$ cat src/rtl/core/assert_macros.svh
// ---------------------------------------------------------------------------
// assert_macros.svh
// Assertion shorthands. The clock is i_clk and the reset is i_rst_n.
// ---------------------------------------------------------------------------
`ifndef ASSERT_MACROS_SVH
`define ASSERT_MACROS_SVH

// The expression holds at every edge outside reset.
`define ASSERT_ALWAYS(lbl, expr) \
    lbl: assert property (@(posedge i_clk) disable iff (!i_rst_n) (expr)) \
        else $error("assertion failed");

// The consequent holds in the same cycle as the antecedent.
`define ASSERT_IMPLY(lbl, ante, cons) \
    lbl: assert property (@(posedge i_clk) disable iff (!i_rst_n) (ante) |-> (cons)) \
        else $error("assertion failed");

// The consequent holds in the cycle after the antecedent.
`define ASSERT_NEXT(lbl, ante, cons) \
    lbl: assert property (@(posedge i_clk) disable iff (!i_rst_n) (ante) |=> (cons)) \
        else $error("assertion failed");

`endif

$ cat src/rtl/core/spq_pkg.sv
// ---------------------------------------------------------------------------
// spq_pkg
// Shared constants, codes and types of the sorted priority queue.
// ---------------------------------------------------------------------------
package spq_pkg;

    localparam int SPQ_DEPTH = 16;

    localparam int ID_W   = 16;
    localparam int PRIO_W = 8;
    localparam int STAT_W = 2;
    localparam int OCC_W  = 5;

    localparam logic OP_INSERT = 1'b0;
    localparam logic OP_REMOVE = 1'b1;

    localparam logic [STAT_W-1:0] ST_OK    = 2'd0;
    localparam logic [STAT_W-1:0] ST_FULL  = 2'd1;
    localparam logic [STAT_W-1:0] ST_EMPTY = 2'd2;

    typedef struct packed {
        logic load;
        logic exec;
    } t_dp_cmd;

endpackage

$ cat src/rtl/core/spq_ctrl.sv
// ---------------------------------------------------------------------------
// spq_ctrl
// Two-state sequencer: latches a beat, runs the update state, then strobes.
// ---------------------------------------------------------------------------
`include "assert_macros.svh"

module spq_ctrl
    import spq_pkg::*;
(
    input  logic    i_clk,
    input  logic    i_rst_n,
    input  logic    start,
    output logic    busy,
    output t_dp_cmd o_cmd,
    output logic    o_valid
);

    localparam logic S_IDLE = 1'b0;
    localparam logic S_EXEC = 1'b1;

    logic r_state;
    logic n_state;
    logic r_done;

    assign busy       = (r_state == S_EXEC);
    assign o_cmd.load = start && !busy;
    assign o_cmd.exec = (r_state == S_EXEC);
    assign o_valid    = r_done;

    always_comb begin
        case (r_state)
            S_IDLE:  n_state = start ? S_EXEC : S_IDLE;
            S_EXEC:  n_state = S_IDLE;
            default: n_state = S_IDLE;
        endcase
    end

    always_ff @(posedge i_clk) begin
        if (!i_rst_n) begin
            r_state <= S_IDLE;
            r_done  <= 1'b0;
        end else begin
            r_state <= n_state;
            r_done  <= o_cmd.exec;
        end
    end

    `ASSERT_IMPLY(a_done_after_exec, r_done, $past(r_state == S_EXEC))
    `ASSERT_NEXT(a_exec_one_cycle, r_state == S_EXEC, r_state == S_IDLE)
    `ASSERT_IMPLY(a_load_when_idle, o_cmd.load, r_state == S_IDLE)

endmodule

$ cat src/rtl/core/spq_dp.sv
// ---------------------------------------------------------------------------
// spq_dp
// Sorted slot array with parallel compare and shift, count and result regs.
// ---------------------------------------------------------------------------
`include "assert_macros.svh"

module spq_dp
    import spq_pkg::*;
#(
    parameter int DEPTH = SPQ_DEPTH
) (
    input  logic              i_clk,
    input  logic              i_rst_n,
    input  t_dp_cmd           i_cmd,
    input  logic              i_opcode,
    input  logic [ID_W-1:0]   i_job_id,
    input  logic [PRIO_W-1:0] i_job_priority,
    output logic [STAT_W-1:0] o_status,
    output logic [ID_W-1:0]   o_out_id,
    output logic [PRIO_W-1:0] o_out_priority,
    output logic [OCC_W-1:0]  o_occupancy
);

    localparam int CNT_W = $clog2(DEPTH + 1);

    logic              r_op;
    logic [ID_W-1:0]   r_id_in;
    logic [PRIO_W-1:0] r_pri_in;

    logic [ID_W-1:0]   r_ids   [DEPTH];
    logic [PRIO_W-1:0] r_prios [DEPTH];
    logic [ID_W-1:0]   n_ids   [DEPTH];
    logic [PRIO_W-1:0] n_prios [DEPTH];
    logic [CNT_W-1:0]  r_count;
    logic [CNT_W-1:0]  n_count;

    logic [STAT_W-1:0] r_status;
    logic [STAT_W-1:0] n_status;
    logic [ID_W-1:0]   r_out_id;
    logic [ID_W-1:0]   n_out_id;
    logic [PRIO_W-1:0] r_out_prio;
    logic [PRIO_W-1:0] n_out_prio;

    logic [DEPTH-1:0]  w_at_or_after;
    logic              w_full;
    logic              w_empty;

    assign w_full  = (r_count == CNT_W'(DEPTH));
    assign w_empty = (r_count == '0);

    // slot is at or behind the insert point (monotonic over the array)
    always_comb begin
        for (int i = 0; i < DEPTH; i++) begin
            w_at_or_after[i] = (CNT_W'(i) >= r_count) || (r_prios[i] <= r_pri_in);
        end
    end

    always_comb begin
        n_ids      = r_ids;
        n_prios    = r_prios;
        n_count    = r_count;
        n_status   = ST_OK;
        n_out_id   = '0;
        n_out_prio = '0;
        if (r_op == OP_INSERT) begin
            if (w_full) begin
                n_status = ST_FULL;
            end else begin
                if (w_at_or_after[0]) begin
                    n_ids[0]   = r_id_in;
                    n_prios[0] = r_pri_in;
                end
                for (int i = 1; i < DEPTH; i++) begin
                    if (w_at_or_after[i] && !w_at_or_after[i-1]) begin
                        n_ids[i]   = r_id_in;
                        n_prios[i] = r_pri_in;
                    end else if (w_at_or_after[i]) begin
                        n_ids[i]   = r_ids[i-1];
                        n_prios[i] = r_prios[i-1];
                    end
                end
                n_count = r_count + 1'b1;
            end
        end else begin
            if (w_empty) begin
                n_status = ST_EMPTY;
            end else begin
                n_out_id   = r_ids[0];
                n_out_prio = r_prios[0];
                for (int i = 0; i < DEPTH - 1; i++) begin
                    n_ids[i]   = r_ids[i+1];
                    n_prios[i] = r_prios[i+1];
                end
                n_count = r_count - 1'b1;
            end
        end
    end

    always_ff @(posedge i_clk) begin
        if (i_cmd.load) begin
            r_op     <= i_opcode;
            r_id_in  <= i_job_id;
            r_pri_in <= i_job_priority;
        end
        if (i_cmd.exec) begin
            r_ids      <= n_ids;
            r_prios    <= n_prios;
            r_status   <= n_status;
            r_out_id   <= n_out_id;
            r_out_prio <= n_out_prio;
        end
    end

    always_ff @(posedge i_clk) begin
        if (!i_rst_n) begin
            r_count <= '0;
        end else if (i_cmd.exec) begin
            r_count <= n_count;
        end
    end

    assign o_status       = r_status;
    assign o_out_id       = r_out_id;
    assign o_out_priority = r_out_prio;
    assign o_occupancy    = OCC_W'(r_count);

    `ASSERT_ALWAYS(a_count_range, r_count <= CNT_W'(DEPTH))
    `ASSERT_NEXT(a_full_holds, i_cmd.exec && r_op == OP_INSERT && w_full,
        r_status == ST_FULL && $stable(r_count))
    `ASSERT_NEXT(a_remove_head, i_cmd.exec && r_op == OP_REMOVE && !w_empty,
        r_out_prio == $past(r_prios[0]) && r_count == $past(r_count) - 1'b1)

endmodule

$ cat src/rtl/core/sorted_priority_queue_top.sv
// ---------------------------------------------------------------------------
// sorted_priority_queue_top
// Priority queue of jobs held in a sorted slot array, head = highest priority.
// ---------------------------------------------------------------------------
// Usage:
//   Command channel: drive start with i_opcode, i_job_id, i_job_priority;
//   the beat is taken at an edge where start is high and busy is low.
//   Opcode insert places the job ahead of all slots with priority <= its own
//   (equal priorities served newest first); opcode remove pops the head.
//   Result channel: o_valid pulses for one cycle with o_status, o_out_id,
//   o_out_priority and o_occupancy; the receiver cannot stall it.
//   The beat is latched at the accepting edge; slots and results are written
//   at the end of the update, and o_valid is registered from the update state.
//   busy is high for the single update cycle in which all slots compare in
//   parallel and shift; no command is taken meanwhile. A new command may be
//   taken in the same cycle its predecessor's result is on the ports.
//   Reset (synchronous, active low) empties the queue; slot contents are
//   not cleared, only slots below the count are ever read.
// ---------------------------------------------------------------------------
module sorted_priority_queue_top
    import spq_pkg::*;
#(
    parameter int DEPTH = SPQ_DEPTH
) (
    input  logic              i_clk,
    input  logic              i_rst_n,
    input  logic              start,
    output logic              busy,
    input  logic              i_opcode,
    input  logic [ID_W-1:0]   i_job_id,
    input  logic [PRIO_W-1:0] i_job_priority,
    output logic              o_valid,
    output logic [STAT_W-1:0] o_status,
    output logic [ID_W-1:0]   o_out_id,
    output logic [PRIO_W-1:0] o_out_priority,
    output logic [OCC_W-1:0]  o_occupancy
);

    t_dp_cmd w_cmd;

    spq_ctrl u_ctrl (
        .i_clk   (i_clk),
        .i_rst_n (i_rst_n),
        .start   (start),
        .busy    (busy),
        .o_cmd   (w_cmd),
        .o_valid (o_valid)
    );

    spq_dp #(
        .DEPTH (DEPTH)
    ) u_dp (
        .i_clk          (i_clk),
        .i_rst_n        (i_rst_n),
        .i_cmd          (w_cmd),
        .i_opcode       (i_opcode),
        .i_job_id       (i_job_id),
        .i_job_priority (i_job_priority),
        .o_status       (o_status),
        .o_out_id       (o_out_id),
        .o_out_priority (o_out_priority),
        .o_occupancy    (o_occupancy)
    );

endmodule
$ cat config.mk
export PLATFORM = sky130hd
export DESIGN_NAME = sorted_priority_queue_top
export DESIGN_NICKNAME = d
export VERILOG_FILES = /design/src/rtl/core/spq_pkg.sv /design/src/rtl/core/spq_ctrl.sv /design/src/rtl/core/spq_dp.sv /design/src/rtl/core/sorted_priority_queue_top.sv
export VERILOG_INCLUDE_DIRS = /design/src /design/src/rtl/core
export SDC_FILE = /design/constraint.sdc
export NUM_CORES = 1
export LEC_CHECK = 0
export ABC_AREA = 1
export BUFFER_PORTS_ARGS = -buffer_cell sky130_fd_sc_hd__buf_2
export CORE_MARGIN = 5
export CORE_UTILIZATION = 55
export DETAILED_ROUTE_END_ITERATION = 8
export PLACE_DENSITY = 0.76
export SLEW_MARGIN = 20
export SYNTH_ARGS = -nofsm -noshare
export SYNTH_HDL_FRONTEND = slang
export SYNTH_SLANG_ARGS = --single-unit
$ cat constraint.sdc
create_clock -name i_clk -period 3.7 [get_ports i_clk]
set_input_delay 0.555 -clock i_clk [delete_from_list [all_inputs] [get_ports i_clk]]
set_output_delay 0.555 -clock i_clk [all_outputs]
set_load 0.01 [all_outputs]
# [After elaboration in Yosys (flattened, before gate mapping)]
# Cells that the tools add are included.
# W data, S select, Z words.
[word_totals] register_bits=442 wordCells=240
[op_classes] addsub=2 magnitude_cmp=32 n_eq_ne=3 muxes=76 n_bitwise=3 reduce_logical=83
[ops] op="$mux W16" count=31
[ops] op="$mux W240" count=2
[ops] op="$mux W256" count=1
[ops] op="$mux W8" count=31
[ops] op="$mux W120" count=2
[ops] op="$le A8 B8 Y1" count=16
[ops] op="$mux W128" count=1
[ops] op="$reduce_and A4 Y1" count=16
[ops] op="$reduce_bool A3 Y1" count=14
[ops] op="$ge A4 B5 Y1 const A" count=8
[ops] op="$ge A3 B5 Y1 const A" count=4
[ops] op="$logic_and A1 B1 Y1" count=16
[ops] op="$logic_not A1 Y1" count=16
[ops] op="$logic_or A1 B1 Y1" count=16
[ops] op="$mux W5" count=3
[ops] op="$ge A1 B5 Y1 const A" count=2
[ops] op="$ge A2 B5 Y1 const A" count=2
[ops] op="$add A5 B1 Y5 const B" count=1
[ops] op="$eq A5 B5 Y1 const B" count=1
[ops] op="$logic_not A5 Y1" count=1
[ops] op="$sub A5 B1 Y5 const B" count=1
[ops] op="$mux W2" count=2
[ops] op="$reduce_bool A2 Y1" count=2
[ops] op="$not A1 Y1" count=3
[ops] op="6 further kinds" count=7

# [Depth between registers and ports, before layout]
# Gate-level depths: netlist of run 1.
[depth] word_depth=7 ltp_mapped=15 depth_no_buf=14

# [Cells and area by module]
# A second synthesis of run 1 with hierarchy kept.
[hier_totals] cells_unflattened=3460 area_unflattened_um2=27203.6
[modules_own_cells] module="spq_dp" instances=1 cells_per_inst=3450 area_per_inst_um2=27127.3 seq_area_each_um2=13162.6
[modules_own_cells] module="spq_ctrl" instances=1 cells_per_inst=10 area_per_inst_um2=76.3 seq_area_each_um2=40.0

# [Worst setup path after synthesis of run 1]
# Ideal clock, no wire load.
[synth_path] kind="register to register" from="reg u_dp.r_pri_in[3]" to="reg u_dp.r_ids[0] (netlist name) (enable)" setup_time_ns=0.405 arrival_ns=3.399 slack_ns=-0.104 path_stages_with_launch=12 path_buffers=2 synth_period_minus_slack_ns=3.804 path_cell_list="edfxtp_1 > inv_1 > clkbuf_1 > ha_1 > a21oi_1 > o21ai_0 > nand2_1 > nand3_1 > nand2_1 > clkbuf_1 > nand2_1 > nor2_1"
[synth_via] elab_chain_len=6
[synth_lines] element="start, declared" line="spq_dp.sv:28" source="logic [PRIO_W-1:0] r_pri_in;"
[synth_lines] element="start signal, assigned" line="spq_dp.sv:103" source="r_pri_in <= i_job_priority;"
[synth_lines] element="$le A8 B8 Y1" line="spq_dp.sv:54" source="w_at_or_after[i] = (CNT_W'(i) >= r_count) || (r_prios[i] <= r_pri_in);"
[synth_lines] element="$logic_or A1 B1 Y1" line="spq_dp.sv:54"
[synth_lines] element="$logic_not A1 Y1" line="spq_dp.sv:74" source="if (w_at_or_after[i] && !w_at_or_after[i-1]) begin"
[synth_lines] element="$logic_and A1 B1 Y1" line="spq_dp.sv:74"
[synth_lines] element="$reduce_bool A2 Y1 (no source line) (*)"
[synth_lines] element="$reduce_and A4 Y1 (no source line) (*)"
[synth_lines] element="end signal, assigned" line="spq_dp.sv:106" source="r_ids <= n_ids;"
[synth_lines] element="end, declared" line="spq_dp.sv:30" source="logic [ID_W-1:0] r_ids [DEPTH];"
# Every way passes the cells marked *; elsewhere a longest branch is shown, timed or not.
# A chain may end at the register's enable or synchronous reset.

# [Worst setup path after layout of run 1]
[layout_path] from="reg u_dp.r_pri_in[0]" to="reg u_dp.r_ids[30] (netlist name) (enable)"
[layout_via] elab_chain_len=6
[layout_lines] element="$le A8 B8 Y1" line="spq_dp.sv:54"
[layout_lines] element="$logic_or A1 B1 Y1" line="spq_dp.sv:54"
[layout_lines] element="$logic_not A1 Y1" line="spq_dp.sv:74"
[layout_lines] element="$logic_and A1 B1 Y1" line="spq_dp.sv:74"
[layout_lines] element="$reduce_bool A3 Y1 (no source line) (*)"
[layout_lines] element="$reduce_and A4 Y1 (no source line) (*)"
# Marked as above.

==> flow_results.xml, run 1 <==
<?xml version="1.0" encoding="UTF-8"?>
<metrics>
  <group name="outcome">
    <metric name="outcome" unit="">completed</metric>
  </group>
  <group name="finish">
    <metric name="final_cells" unit="">4128</metric>
    <metric name="drive_gt1_share" unit="%">6.81</metric>
    <metric name="number_of_fillers_in_the_final_layout" unit="">4408</metric>
    <metric name="antenna_cells" unit="">0</metric>
    <metric name="syn2layout_area_growth" unit="%">8.17</metric>
    <metric name="design.final.nets" unit="">3594</metric>
  </group>
  <group name="placement">
    <metric name="placed_cells" unit="">4047</metric>
    <metric name="gp_congestion" unit="">0.850</metric>
    <metric name="place.port_buffers" unit="">60</metric>
    <metric name="detailed_place_hpwl" unit="um">42000</metric>
  </group>
  <group name="synth">
    <metric name="postSynthRegisterBits" unit="">442</metric>
    <metric name="post_synthesis_compound_gate_area_fraction" unit="%">2.97</metric>
    <metric name="portion_of_netlist_area_occupied_by_mux_cells" unit="%">0</metric>
    <metric name="synth_sequential_area_ratio" unit="%">48.6</metric>
    <metric name="synth_top_cells_by_area" unit="">sky130_fd_sc_hd__edfxtp_1, sky130_fd_sc_hd__nand2_1, sky130_fd_sc_hd__nand3_1</metric>
    <metric name="yosys.cell_types.count" unit="">31</metric>
    <metric name="synth.avg_cell_area" unit="sq um">7.87</metric>
    <metric name="syn_inst" unit="">3455</metric>
    <metric name="adder_cell_area_share_of_the_yosys_netlist" unit="%">6.12</metric>
    <metric name="synth_nets" unit="">3616</metric>
    <metric name="netlist.area_leader.share" unit="%">48.0</metric>
    <metric name="mappedNetlistArea" unit="sq um">27200</metric>
    <metric name="synth_simple_gate_area_share" unit="%">32.6</metric>
    <metric name="ys_warnings" unit="">0</metric>
    <metric name="synth_area_leader_cell" unit="">sky130_fd_sc_hd__edfxtp_1</metric>
    <metric name="synth-xor-area-share" unit="%">0.0966</metric>
    <metric name="synth_top_family_by_area" unit="">simple AND/OR/NAND/NOR gates</metric>
  </group>
  <group name="min_path">
    <metric name="holdPathEnd" unit="">u_dp.r_id_in[4]$_DFFE_PP_</metric>
    <metric name="min_path_type" unit="">input port to flip-flop</metric>
    <metric name="worstHoldPathCells" unit="">1</metric>
    <metric name="worst_hold_startpoint" unit="">i_job_id[4]</metric>
  </group>
  <group name="clock_tree">
    <metric name="cts.repair_timing.setup_buffer_count" unit="">0</metric>
    <metric name="cts.sinks" unit="">442</metric>
    <metric name="htree_num_levels" unit="">2</metric>
    <metric name="postCtsResizedCells" unit="">0</metric>
    <metric name="holdBufCountCts" unit="">0</metric>
    <metric name="insertion_delay" unit="ps">590</metric>
    <metric name="cts_max_path_buffers" unit="">3</metric>
    <metric name="cts-root-buf" unit="">sky130_fd_sc_hd__clkbuf_16</metric>
    <metric name="cts.reportedPaths.clkPinSlew" unit="ps">60</metric>
    <metric name="cts_tree" unit="">done</metric>
    <metric name="tritoncts.num_buffers" unit="">48</metric>
  </group>
  <group name="critical_path">
    <metric name="r2r.worst_path.cells" unit="">12</metric>
    <metric name="cp-start-kind" unit="">flip-flop</metric>
    <metric name="worst_path_largest_cell_delay" unit="ps">980</metric>
    <metric name="critical_path_buf_inv_count" unit="">3</metric>
    <metric name="path_delay_family" unit="">flip-flops</metric>
    <metric name="data_required_time_at_the_worst_endpoint" unit="ps">3950</metric>
    <metric name="ordered_cell_list_for_the_critical_path" unit="">ha_1 -&gt; inv_1 -&gt; nand2_1 -&gt; nand2_1 -&gt; nand2_1 -&gt; nand2_1 -&gt; nand2_1 -&gt; nand2_1 -&gt; nand2_2 -&gt; o21ai_0 -&gt; inv_1 -&gt; buf_4</metric>
    <metric name="rr_endpoint" unit="">u_dp.r_ids[30]$_DFFE_PP_</metric>
    <metric name="worst_path_max_delay_cell" unit="">sky130_fd_sc_hd__edfxtp_1</metric>
    <metric name="timing.critical_path.arrival" unit="ps">3240</metric>
    <metric name="setup.worst_path.class" unit="">flip-flop to flip-flop</metric>
    <metric name="critPathLaunch" unit="">u_dp.r_pri_in[0]$_DFFE_PP_</metric>
    <metric name="worst-path-max-fanout" unit="">27</metric>
    <metric name="crit_path_frequent_cell" unit="">sky130_fd_sc_hd__nand2_1</metric>
    <metric name="setup.worst_path.end_class" unit="">flip-flop</metric>
    <metric name="regToRegStartpoint" unit="">u_dp.r_pri_in[0]$_DFFE_PP_</metric>
    <metric name="ff2ff_setup_slack" unit="ps">710</metric>
  </group>
  <group name="global_routing">
    <metric name="gr-usage-all-layers" unit="%">21.7</metric>
    <metric name="antenna_found_initial" unit="">0</metric>
    <metric name="gr-total-overflow" unit="">0</metric>
    <metric name="grt_pass1_wl" unit="um">99400</metric>
    <metric name="grt_max_degree" unit="">241</metric>
    <metric name="number_of_global_route_vias_before_repair" unit="">20482</metric>
  </group>
  <group name="power_and_ir_drop">
    <metric name="static-leakage-power" unit="uW">0.0144</metric>
    <metric name="power.ir.vdd_worst" unit="mV">0.407</metric>
    <metric name="power-per-cell-area" unit="nW/um^2">413</metric>
  </group>
  <group name="timing">
    <metric name="final.setup_skew" unit="ps">12.4</metric>
    <metric name="timing.max_slew.rel_slack" unit="%">25.0</metric>
    <metric name="finalMaxSlewViolations" unit="">0</metric>
    <metric name="setup_violations" unit="">0</metric>
    <metric name="fin_crit" unit="ps">2990</metric>
    <metric name="period_share" unit="%">80.8</metric>
    <metric name="timing.final.hold_violations" unit="">0</metric>
    <metric name="fmax" unit="MHz">335</metric>
    <metric name="worst-slew-pin-transition" unit="ps">1120</metric>
    <metric name="grt_setup_unrepaired" unit="">no</metric>
    <metric name="fin_tns_setup" unit="ps">0</metric>
  </group>
  <group name="drt">
    <metric name="routed_wl" unit="um">59500</metric>
    <metric name="drc_violation_count_after_routing" unit="">0</metric>
    <metric name="detailroute.via_count" unit="">21160</metric>
    <metric name="drt_iter0_drc" unit="">1729</metric>
    <metric name="routed_wire_length_per_instance" unit="um">14.4</metric>
    <metric name="final_antenna_net_count" unit="">0</metric>
    <metric name="viasPerCell" unit="">5.13</metric>
    <metric name="drt_pass1_iterations" unit="">5</metric>
  </group>
  <group name="flow_run">
    <metric name="maxCapViolCount" unit="">0</metric>
  </group>
  <group name="die">
    <metric name="core-area" unit="sq um">49000</metric>
    <metric name="die_area" unit="sq um">54000</metric>
    <metric name="initial_core_util" unit="%">55.5</metric>
    <metric name="die-width" unit="um">232</metric>
    <metric name="design.portCount" unit="">61</metric>
    <metric name="rows" unit="">81</metric>
    <metric name="floorplan.die.height" unit="um">232</metric>
  </group>
</metrics>
[where the power goes]
| part | switching, uW | total [uW] | internal [uW] |
|---|---|---|---|
| registers | 147 | 6020 | 5870 |
| logic | 1200 | 1760 | 557 |
| clock network | 1930 | 4370 | 2430 |
| total | 3280 | 12100 | 8860 |
[layer usage]
layer  global-route usage (%)  share of wire [%]  vias to the layer above
li1                         -                  -                    11167
met1                     28.8                 44                     9399
met2                     38.2                 48                      523
met3                     2.67                5.4                       71
met4                     5.15                1.7                        0
met5                        0                  0                        -
[layout by cell type, fill, tap and decap left out, drive strengths merged, types with 56 or more instances in the layout]
master  Yosys  final
a21oi      56     56
buf       112    128
clkbuf     88     61
edfxtp    435    435
ha        133    133
inv       454    455
nand2    1285   1285
nand3     707    707
nor2      100    100
[Yosys cell counts]
cell,n
sky130_fd_sc_hd__clkinv_1,2
sky130_fd_sc_hd__a21oi_4,10
sky130_fd_sc_hd__ha_1,133
sky130_fd_sc_hd__nor2_2,1
sky130_fd_sc_hd__nand3b_1,2
sky130_fd_sc_hd__a21oi_2,6
sky130_fd_sc_hd__buf_6,2
sky130_fd_sc_hd__o21ai_1,4
sky130_fd_sc_hd__xnor2_1,1
sky130_fd_sc_hd__xor2_1,2
sky130_fd_sc_hd__inv_1,445
sky130_fd_sc_hd__nand3_1,705
sky130_fd_sc_hd__nor2_1,99
sky130_fd_sc_hd__buf_4,7
sky130_fd_sc_hd__a21oi_1,40
sky130_fd_sc_hd__nand4_1,2
sky130_fd_sc_hd__nor3_1,5
sky130_fd_sc_hd__a21o_1,15
sky130_fd_sc_hd__nand2_2,20
sky130_fd_sc_hd__o21ai_2,1
sky130_fd_sc_hd__inv_2,8
sky130_fd_sc_hd__clkbuf_1,88
sky130_fd_sc_hd__nand3_2,2
sky130_fd_sc_hd__dfxtp_1,7
sky130_fd_sc_hd__edfxtp_1,435
sky130_fd_sc_hd__buf_2,103
sky130_fd_sc_hd__o21ai_0,19
sky130_fd_sc_hd__o22ai_1,24
sky130_fd_sc_hd__inv_4,1
sky130_fd_sc_hd__nand2_1,1265
sky130_fd_sc_hd__a31oi_1,1
[registers in the layout, indices dropped and copies added, names as in the netlist]
register and flops:
u_ctrl.o_valid 1, u_dp.r_prios 128, u_dp.o_status 2, u_ctrl.busy 1, u_dp.r_ids 256, u_dp.o_out_id 16, u_dp.r_op 1, u_dp.r_id_in 16
u_dp.r_pri_in 8, u_dp.o_occupancy 5, u_dp.o_out_priority 8
[final cells by class]
type                       instances  area, sq um  area share [%]
inverter                         456         1710            5.83
clock inverter                    20          124           0.421
tap                              664          831            2.82
clock buffer                      61         1250            4.25
multi-input combinational       2357        11400            38.6
timing repair buffer             128          923            3.14
sequential                       442        13200            44.9
[kinds of logic (layout without fill, tap and decap cells)]
| logic type | count (synthesis) | after routing |
|---|---|---|
| AO/OA/AOI/OAI | 120 | 120 |
| XOR/XNOR | 3 | 3 |
| adder cells (fa/ha/maj) | 133 | 133 |
| buffers and inverters | 656 | 665 |
| flip-flops | 442 | 442 |
| AND/OR/NAND/NOR | 2101 | 2101 |
[worst max-delay path by stage]
stage / end / slack (ps) / cells after the start
after floorplan: u_dp.r_ids[0]$_DFFE_PP_ / 270 / 11
after global placement: u_dp.r_ids[25]$_DFFE_PP_ / 780 / 10
after detailed placement: u_dp.r_ids[25]$_DFFE_PP_ / 760 / 12
after CTS: u_dp.r_ids[28]$_DFFE_PP_ / 730 / 12
after global routing: u_dp.r_ids[30]$_DFFE_PP_ / 500 / 12
final: u_dp.r_ids[30]$_DFFE_PP_ / 710 / 12
[metrics by stage]
step	total power, uW	util, %	setup slack [ps]	hold slack, ps	cell area, sq um
2_1_floorplan	7410	-	269	495	27200
3_3_place_gp	7810	57.3	778	497	28000
3_5_place_dp	7870	57.3	755	502	28000
4_1_cts	12200	60.1	732	106	29400
5_1_grt	12700	60.1	504	120	29400
6_report	12100	60.1	711	142	29400
No activity file was read; power rests on OpenSTA's default activity.
==> run 2: changes to the inputs <==
--- a/config.mk
+++ b/config.mk
@@ -11,7 +11,7 @@
 export CORE_MARGIN = 5
 export CORE_UTILIZATION = 55
 export DETAILED_ROUTE_END_ITERATION = 8
-export PLACE_DENSITY = 0.76
+export PLACE_DENSITY = 0.73
 export SLEW_MARGIN = 20
 export SYNTH_ARGS = -nofsm -noshare
 export SYNTH_HDL_FRONTEND = slang
==> constraint.sdc (replaced) <==
create_clock -name i_clk -period 2.8 [get_ports i_clk]
set_input_delay 0.42 -clock i_clk [delete_from_list [all_inputs] [get_ports i_clk]]
set_output_delay 0.42 -clock i_clk [all_outputs]
set_load 0.01 [all_outputs]
==> run 2 against run 1 <==
Effect of this change:
- clock skew is 12 ps higher
- via count is 3.4% higher
- clock-buffer cell count is 1 higher
- fmax is 15% higher
- hold slack worse by 83 ps
- global-route usage is 1.7 points higher
- non-clock buffer count is 45 higher
- critical path depth stayed put
- core utilization is 1.8 points higher
- critical path type unchanged
- critical endpoint is now u_dp.r_ids[209]$_DFFE_PP_
- highest routed layer unchanged
==> flow_results.xml, run 2 (synthesis gave the netlist of run 1 again) <==
<?xml version="1.0" encoding="UTF-8"?>
<metrics>
  <group name="outcome">
    <metric name="outcome" unit="">completed</metric>
  </group>
  <group name="timing">
    <metric name="fin_tns_setup" unit="ps">0</metric>
    <metric name="fin_crit" unit="ps">2590</metric>
    <metric name="worst-slew-pin-transition" unit="ps">973</metric>
    <metric name="fmax" unit="MHz">385</metric>
    <metric name="whs" unit="ps">59.0</metric>
    <metric name="final.setup_skew" unit="ps">24.7</metric>
    <metric name="setup_violations" unit="">0</metric>
    <metric name="grt_setup_unrepaired" unit="">no</metric>
    <metric name="timing.max_slew.rel_slack" unit="%">35.1</metric>
    <metric name="period_share" unit="%">92.7</metric>
    <metric name="finalMaxSlewViolations" unit="">0</metric>
    <metric name="timing.final.hold_violations" unit="">0</metric>
  </group>
  <group name="global_routing">
    <metric name="gr-usage-all-layers" unit="%">23.4</metric>
    <metric name="grt_pass1_wl" unit="um">106000</metric>
    <metric name="grt_max_degree" unit="">113</metric>
    <metric name="number_of_global_route_vias_before_repair" unit="">21705</metric>
    <metric name="antenna_found_initial" unit="">0</metric>
    <metric name="gr-total-overflow" unit="">0</metric>
  </group>
  <group name="die">
    <metric name="rows" unit="">81</metric>
    <metric name="die-width" unit="um">232</metric>
    <metric name="initial_core_util" unit="%">55.5</metric>
    <metric name="core-area" unit="sq um">49000</metric>
    <metric name="die_area" unit="sq um">54000</metric>
    <metric name="design.portCount" unit="">61</metric>
    <metric name="floorplan.die.height" unit="um">232</metric>
  </group>
  <group name="drt">
    <metric name="drt_iter0_drc" unit="">1852</metric>
    <metric name="drt_pass1_iterations" unit="">6</metric>
    <metric name="final_antenna_net_count" unit="">0</metric>
    <metric name="viasPerCell" unit="">5.24</metric>
    <metric name="detailroute.via_count" unit="">21881</metric>
    <metric name="drc_violation_count_after_routing" unit="">0</metric>
    <metric name="routed_wl" unit="um">63900</metric>
    <metric name="routed_wire_length_per_instance" unit="um">15.3</metric>
  </group>
  <group name="placement">
    <metric name="place.port_buffers" unit="">60</metric>
    <metric name="detailed_place_hpwl" unit="um">46200</metric>
    <metric name="gp_congestion" unit="">0.847</metric>
    <metric name="dpl_cell_area" unit="sq um">28500</metric>
  </group>
  <group name="clock_tree">
    <metric name="htree_num_levels" unit="">2</metric>
    <metric name="cts_tree" unit="">done</metric>
    <metric name="cts.reportedPaths.clkPinSlew" unit="ps">60</metric>
    <metric name="cts.sinks" unit="">442</metric>
    <metric name="cts_max_path_buffers" unit="">3</metric>
    <metric name="insertion_delay" unit="ps">590</metric>
    <metric name="tritoncts.num_buffers" unit="">50</metric>
    <metric name="cts-root-buf" unit="">sky130_fd_sc_hd__clkbuf_16</metric>
  </group>
  <group name="power_and_ir_drop">
    <metric name="net_load_switching_power" unit="uW">4510</metric>
    <metric name="post-layout-total-power" unit="uW">16700</metric>
    <metric name="power.ir.vdd_worst" unit="mV">0.562</metric>
    <metric name="p_sw_share" unit="%">27.0</metric>
    <metric name="power.share.sequential" unit="%">47.6</metric>
    <metric name="power-per-cell-area" unit="nW/um^2">551</metric>
    <metric name="comb_power_share" unit="%">15.0</metric>
    <metric name="intPower" unit="uW">12200</metric>
    <metric name="static-leakage-power" unit="uW">0.0148</metric>
    <metric name="clockPowerShare" unit="%">37.3</metric>
  </group>
  <group name="finish">
    <metric name="drive_gt1_share" unit="%">7.94</metric>
    <metric name="mostFrequentLayoutCell" unit="">sky130_fd_sc_hd__nand2_1</metric>
    <metric name="antenna_cells" unit="">0</metric>
    <metric name="syn2layout_area_growth" unit="%">11.4</metric>
    <metric name="largestRegisters" unit="">u_dp.r_ids (256), u_dp.r_prios (128)</metric>
    <metric name="post_route_utilization" unit="%">61.9</metric>
    <metric name="most-common-layout-cells" unit="">sky130_fd_sc_hd__nand2_1, sky130_fd_sc_hd__nand3_1, sky130_fd_sc_hd__inv_1, sky130_fd_sc_hd__edfxtp_1, sky130_fd_sc_hd__ha_1</metric>
    <metric name="largest_register_ffs" unit="">256</metric>
    <metric name="finish.instance_area" unit="sq um">30300</metric>
    <metric name="design.final.nets" unit="">3641</metric>
    <metric name="number_of_fillers_in_the_final_layout" unit="">4326</metric>
    <metric name="registers.top_by_ff_count" unit="">u_dp.r_ids</metric>
  </group>
  <group name="critical_path">
    <metric name="regToRegStartpoint" unit="">u_dp.r_pri_in[5]$_DFFE_PP_</metric>
    <metric name="r2r.worst_path.cells" unit="">12</metric>
    <metric name="setup.worst_path.end_class" unit="">flip-flop</metric>
    <metric name="critPathLaunch" unit="">u_dp.r_pri_in[5]$_DFFE_PP_</metric>
    <metric name="rr_endpoint" unit="">u_dp.r_ids[209]$_DFFE_PP_</metric>
    <metric name="timing.critical_path.arrival" unit="ps">2930</metric>
    <metric name="worst-path-max-fanout" unit="">31</metric>
    <metric name="setup.worst_path.class" unit="">flip-flop to flip-flop</metric>
    <metric name="data_required_time_at_the_worst_endpoint" unit="ps">3140</metric>
    <metric name="cp-start-kind" unit="">flip-flop</metric>
    <metric name="ff2ff_setup_slack" unit="ps">210</metric>
  </group>
  <group name="min_path">
    <metric name="worst_hold_startpoint" unit="">i_rst_n</metric>
    <metric name="min_path_type" unit="">input port to flip-flop</metric>
    <metric name="worstHoldPathCells" unit="">3</metric>
    <metric name="holdPathEnd" unit="">u_ctrl.o_valid$_SDFF_PN0_</metric>
  </group>
  <group name="flow_run">
    <metric name="maxCapViolCount" unit="">0</metric>
  </group>
</metrics>
==> run 2: worst max-delay path by stage <==
stage                                end  slack [ps]  depth (start not counted)
3_5_place_dp   u_dp.r_ids[235]$_DFFE_PP_         150                         13
3_3_place_gp   u_dp.r_ids[215]$_DFFE_PP_         190                         13
4_1_cts        u_dp.r_ids[235]$_DFFE_PP_         110                         13
6_report       u_dp.r_ids[209]$_DFFE_PP_         210                         12
5_1_grt        u_dp.r_ids[185]$_DFFE_PP_         0.5                         14
2_1_floorplan  u_dp.r_ids[144]$_DFFE_PP_         0.9                         10
==> run 2: layout make-up <==
| type | count | area (sq um) | share of cell area [%] |
|---|---|---|---|
| Multi-Input combinational cell | 2357 | 11400 | 37.6 |
| Clock inverter | 25 | 190 | 0.628 |
| Inverter | 456 | 1720 | 5.67 |
| Sequential cell | 442 | 13200 | 43.6 |
| Clock buffer | 62 | 1350 | 4.45 |
| Timing Repair Buffer | 173 | 1610 | 5.32 |
| Tap cell | 664 | 831 | 2.74 |
==> run 2: layer usage <==
metal | vias to the layer above | global-route usage [%] | part of all wire [%]
met5 | - | 0 | 0
met4 | 0 | 6.72 | 2.2
met3 | 101 | 3.00 | 5.1
met1 | 9947 | 30.2 | 44
li1 | 11282 | - | -
met2 | 551 | 41.6 | 49
==> run 2: timing repair <==
| item | CTS | global route |
|---|---|---|
| resized for setup | 0 | 9 |
| setup endpoints to repair | 0 | 122 |
| buffers inserted | 0 | 2 |
| hold buffers | 25 | 0 |
| endpoints found under the hold margin | 25 | 0 |
==> run 2: power by group through the flow <==
stage	logic (uW)	registers, uW	clock network, uW
after floorplan	1760	8040	0
after global placement	2370	8060	0
after detailed placement	2460	8080	0
after CTS	2500	7940	6360
after global routing	2860	7970	6680
final	2510	7940	6230
==> run 2: stage by stage <==
stage / setup WS [ps] / std cells
global placement: 187 / 4065
detailed placement: 147 / 4065
CTS: 109 / 4177
global route: 0.518 / 4179
finish: 206 / 4179
floorplan: 0.945 / 3455
==> run 2: worst max-delay path: stages (launching register included) <==
cell and delay [ps]:
sky130_fd_sc_hd__edfxtp_1 390, sky130_fd_sc_hd__inv_1 120, sky130_fd_sc_hd__buf_12 190, sky130_fd_sc_hd__ha_1 280, sky130_fd_sc_hd__a21oi_1 170, sky130_fd_sc_hd__nor2_1 50
sky130_fd_sc_hd__nor2_1 220, sky130_fd_sc_hd__nand2_1 110, sky130_fd_sc_hd__nand2_2 220, sky130_fd_sc_hd__buf_4 260, sky130_fd_sc_hd__nand3_1 110, sky130_fd_sc_hd__nand3_1 130
sky130_fd_sc_hd__nand2_1 50
==> run 3: changes to the inputs <==
--- a/config.mk
+++ b/config.mk
@@ -9,9 +9,9 @@
 export ABC_AREA = 1
 export BUFFER_PORTS_ARGS = -buffer_cell sky130_fd_sc_hd__buf_2
 export CORE_MARGIN = 5
-export CORE_UTILIZATION = 55
+export CORE_UTILIZATION = 50
 export DETAILED_ROUTE_END_ITERATION = 8
-export PLACE_DENSITY = 0.73
+export PLACE_DENSITY = 0.68
 export SLEW_MARGIN = 20
 export SYNTH_ARGS = -nofsm -noshare
 export SYNTH_HDL_FRONTEND = slang
==> run 3 against run 2 <==
Effect of this change:
- cell area is 0.54% higher
- clock power up 9.6%
- power is 3.3% higher
- non-clock buffer count is 8 higher
- via count shrank 2.1%
- wire length shrank 2.1%
- critical path type unchanged
- die area increased by 9.6%
- combinational power down 2%
==> flow_results.xml, run 3 (synthesis gave the netlist of run 1 again) <==
<?xml version="1.0" encoding="UTF-8"?>
<metrics>
  <group name="timing">
    <metric name="finalMaxSlewViolations" unit="">0</metric>
    <metric name="timing.max_slew.rel_slack" unit="%">57.1</metric>
    <metric name="fmax" unit="MHz">383</metric>
    <metric name="grt_setup_unrepaired" unit="">no</metric>
    <metric name="worst-slew-pin-transition" unit="ps">642</metric>
    <metric name="fin_tns_setup" unit="ps">0</metric>
    <metric name="timing.final.hold_violations" unit="">0</metric>
    <metric name="fin_crit" unit="ps">2610</metric>
    <metric name="final.setup_skew" unit="ps">9.17</metric>
    <metric name="period_share" unit="%">93.4</metric>
    <metric name="setup_violations" unit="">0</metric>
    <metric name="whs" unit="ps">31.5</metric>
  </group>
  <group name="global_routing">
    <metric name="grt_max_degree" unit="">122</metric>
    <metric name="number_of_global_route_vias_before_repair" unit="">21170</metric>
    <metric name="gr-total-overflow" unit="">0</metric>
    <metric name="gr-usage-all-layers" unit="%">20.9</metric>
    <metric name="antenna_found_initial" unit="">0</metric>
    <metric name="grt_pass1_wl" unit="um">106000</metric>
  </group>
  <group name="finish">
    <metric name="most-common-layout-cells" unit="">sky130_fd_sc_hd__nand2_1, sky130_fd_sc_hd__nand3_1, sky130_fd_sc_hd__inv_1</metric>
    <metric name="largestRegisters" unit="">u_dp.r_ids (256), u_dp.r_prios (128)</metric>
    <metric name="registers.top_by_ff_count" unit="">u_dp.r_ids</metric>
    <metric name="antenna_cells" unit="">0</metric>
    <metric name="finish.instance_area" unit="sq um">30500</metric>
    <metric name="design.final.nets" unit="">3649</metric>
    <metric name="drive_gt1_share" unit="%">8.36</metric>
    <metric name="mostFrequentLayoutCell" unit="">sky130_fd_sc_hd__nand2_1</metric>
    <metric name="post_route_utilization" unit="%">56.6</metric>
    <metric name="syn2layout_area_growth" unit="%">12.0</metric>
    <metric name="largest_register_ffs" unit="">256</metric>
  </group>
  <group name="drt">
    <metric name="routed_wl" unit="um">62500</metric>
    <metric name="routed_wire_length_per_instance" unit="um">14.8</metric>
    <metric name="drt_iter0_drc" unit="">1539</metric>
    <metric name="viasPerCell" unit="">5.07</metric>
    <metric name="drt_pass1_iterations" unit="">5</metric>
    <metric name="drc_violation_count_after_routing" unit="">0</metric>
    <metric name="detailroute.via_count" unit="">21420</metric>
    <metric name="final_antenna_net_count" unit="">0</metric>
  </group>
  <group name="placement">
    <metric name="dpl_cell_area" unit="sq um">28500</metric>
    <metric name="gp_congestion" unit="">0.836</metric>
    <metric name="detailed_place_hpwl" unit="um">45100</metric>
    <metric name="place.port_buffers" unit="">60</metric>
  </group>
  <group name="critical_path">
    <metric name="data_required_time_at_the_worst_endpoint" unit="ps">3150</metric>
    <metric name="setup.worst_path.class" unit="">flip-flop to flip-flop</metric>
    <metric name="ff2ff_setup_slack" unit="ps">190</metric>
    <metric name="setup.worst_path.end_class" unit="">flip-flop</metric>
    <metric name="path_delay_family" unit="">simple AND/OR/NAND/NOR gates</metric>
    <metric name="critical_path_buf_inv_count" unit="">4</metric>
    <metric name="r2r.worst_path.cells" unit="">13</metric>
    <metric name="timing.critical_path.arrival" unit="ps">2960</metric>
    <metric name="worst_path_max_delay_cell" unit="">sky130_fd_sc_hd__edfxtp_1</metric>
    <metric name="ordered_cell_list_for_the_critical_path" unit="">inv_1 -&gt; buf_12 -&gt; ha_1 -&gt; nand2_1 -&gt; nor2_1 -&gt; nand2_1 -&gt; nand3_1 -&gt; inv_1 -&gt; nand2_1 -&gt; buf_4 -&gt; nand3_1 -&gt; nand3_1 -&gt; nand2_1</metric>
    <metric name="worst_path_largest_cell_delay" unit="ps">340</metric>
    <metric name="worst-path-max-fanout" unit="">31</metric>
    <metric name="crit_path_frequent_cell" unit="">sky130_fd_sc_hd__nand2_1</metric>
    <metric name="cp-start-kind" unit="">flip-flop</metric>
    <metric name="cp_num_cells" unit="">13</metric>
  </group>
  <group name="clock_tree">
    <metric name="cts.reportedPaths.clkPinSlew" unit="ps">60</metric>
    <metric name="cts_max_path_buffers" unit="">3</metric>
    <metric name="cts.repair_timing.setup_buffer_count" unit="">0</metric>
    <metric name="tritoncts.num_buffers" unit="">50</metric>
    <metric name="cts-root-buf" unit="">sky130_fd_sc_hd__clkbuf_16</metric>
    <metric name="cts.sinks" unit="">442</metric>
    <metric name="cts_tree" unit="">done</metric>
    <metric name="insertion_delay" unit="ps">590</metric>
    <metric name="htree_num_levels" unit="">2</metric>
  </group>
  <group name="power_and_ir_drop">
    <metric name="net_load_switching_power" unit="uW">4590</metric>
    <metric name="static-leakage-power" unit="uW">0.0148</metric>
    <metric name="comb_power_share" unit="%">14.3</metric>
    <metric name="intPower" unit="uW">12600</metric>
    <metric name="power-per-cell-area" unit="nW/um^2">566</metric>
    <metric name="clockPowerShare" unit="%">39.6</metric>
    <metric name="p_sw_share" unit="%">26.6</metric>
    <metric name="power.ir.vdd_worst" unit="mV">0.580</metric>
    <metric name="power.share.sequential" unit="%">46.1</metric>
  </group>
  <group name="outcome">
    <metric name="outcome" unit="">completed</metric>
  </group>
  <group name="die">
    <metric name="die-width" unit="um">243</metric>
    <metric name="rows" unit="">85</metric>
    <metric name="design.portCount" unit="">61</metric>
    <metric name="core-area" unit="sq um">53800</metric>
    <metric name="die_area" unit="sq um">59100</metric>
    <metric name="floorplan.die.height" unit="um">243</metric>
    <metric name="initial_core_util" unit="%">50.5</metric>
  </group>
  <group name="min_path">
    <metric name="min_path_type" unit="">input port to flip-flop</metric>
    <metric name="worstHoldPathCells" unit="">1</metric>
  </group>
  <group name="flow_run">
    <metric name="maxCapViolCount" unit="">0</metric>
  </group>
</metrics>
run 3: changes by cell type in the layout (fill, tap and decap cells not counted), sizes merged:
cell	change
clkbuf	-8
bufinv	+6
clkinvlp	+3
buf	+9
clkinv	+6
dlygate4sd3	-1
inv	-1
run 3: final timing paths:
| kind | startpoint | endpoint |
|---|---|---|
| max | u_dp.r_pri_in[7]$_DFFE_PP_ | u_dp.r_ids[61]$_DFFE_PP_ |
| min | i_job_id[6] | u_dp.r_id_in[6]$_DFFE_PP_ |
| max reg2reg | u_dp.r_pri_in[7]$_DFFE_PP_ | u_dp.r_ids[61]$_DFFE_PP_ |
| min reg2reg | u_dp.r_ids[1]$_DFFE_PP_ | u_dp.r_ids[17]$_DFFE_PP_ |
run 3: cell type report:
type                       count  area (sq um)
fill                        4989         23400
clock buffer                  54          1290
tap                          696           871
multi-input combinational   2357         11400
timing repair buffer         181          1590
inverter                     456          1710
sequential                   442         13200
clock inverter                39           415
run 3: what timing repair did:
action,CTS,global route
hold buffers,24,0
resized for setup,0,1
hold endpoints to repair,24,0
setup endpoints to repair,0,24
run 3: layer usage:
metal  vias to the layer above  track usage, %  wire, um
met1                      9593            27.9     28400
met5                         -               0         0
met3                        87            2.57      2680
li1                      11303               -         -
met4                         0            4.94      1080
met2                       437            36.6     30400
run 3: power by group through the flow:
| stage | Sequential [uW] | Combinational [uW] | Clock (uW) |
|---|---|---|---|
| 4_1_cts | 7940 | 2480 | 6960 |
| 6_report | 7940 | 2470 | 6830 |
| 2_1_floorplan | 8040 | 1760 | 0 |
| 3_5_place_dp | 8070 | 2440 | 0 |
| 5_1_grt | 7970 | 2840 | 7260 |
| 3_3_place_gp | 8060 | 2380 | 0 |
run 3: per-stage QoR:
| step | power, uW | cells | setup slack (ps) |
|---|---|---|---|
| after floorplan | 9800 | 3455 | 0.945 |
| after global placement | 10400 | 4108 | 204 |
| after detailed placement | 10500 | 4108 | 185 |
| after CTS | 17400 | 4225 | 177 |
| after global routing | 18100 | 4225 | 7.96 |
| final | 17200 | 4225 | 186 |
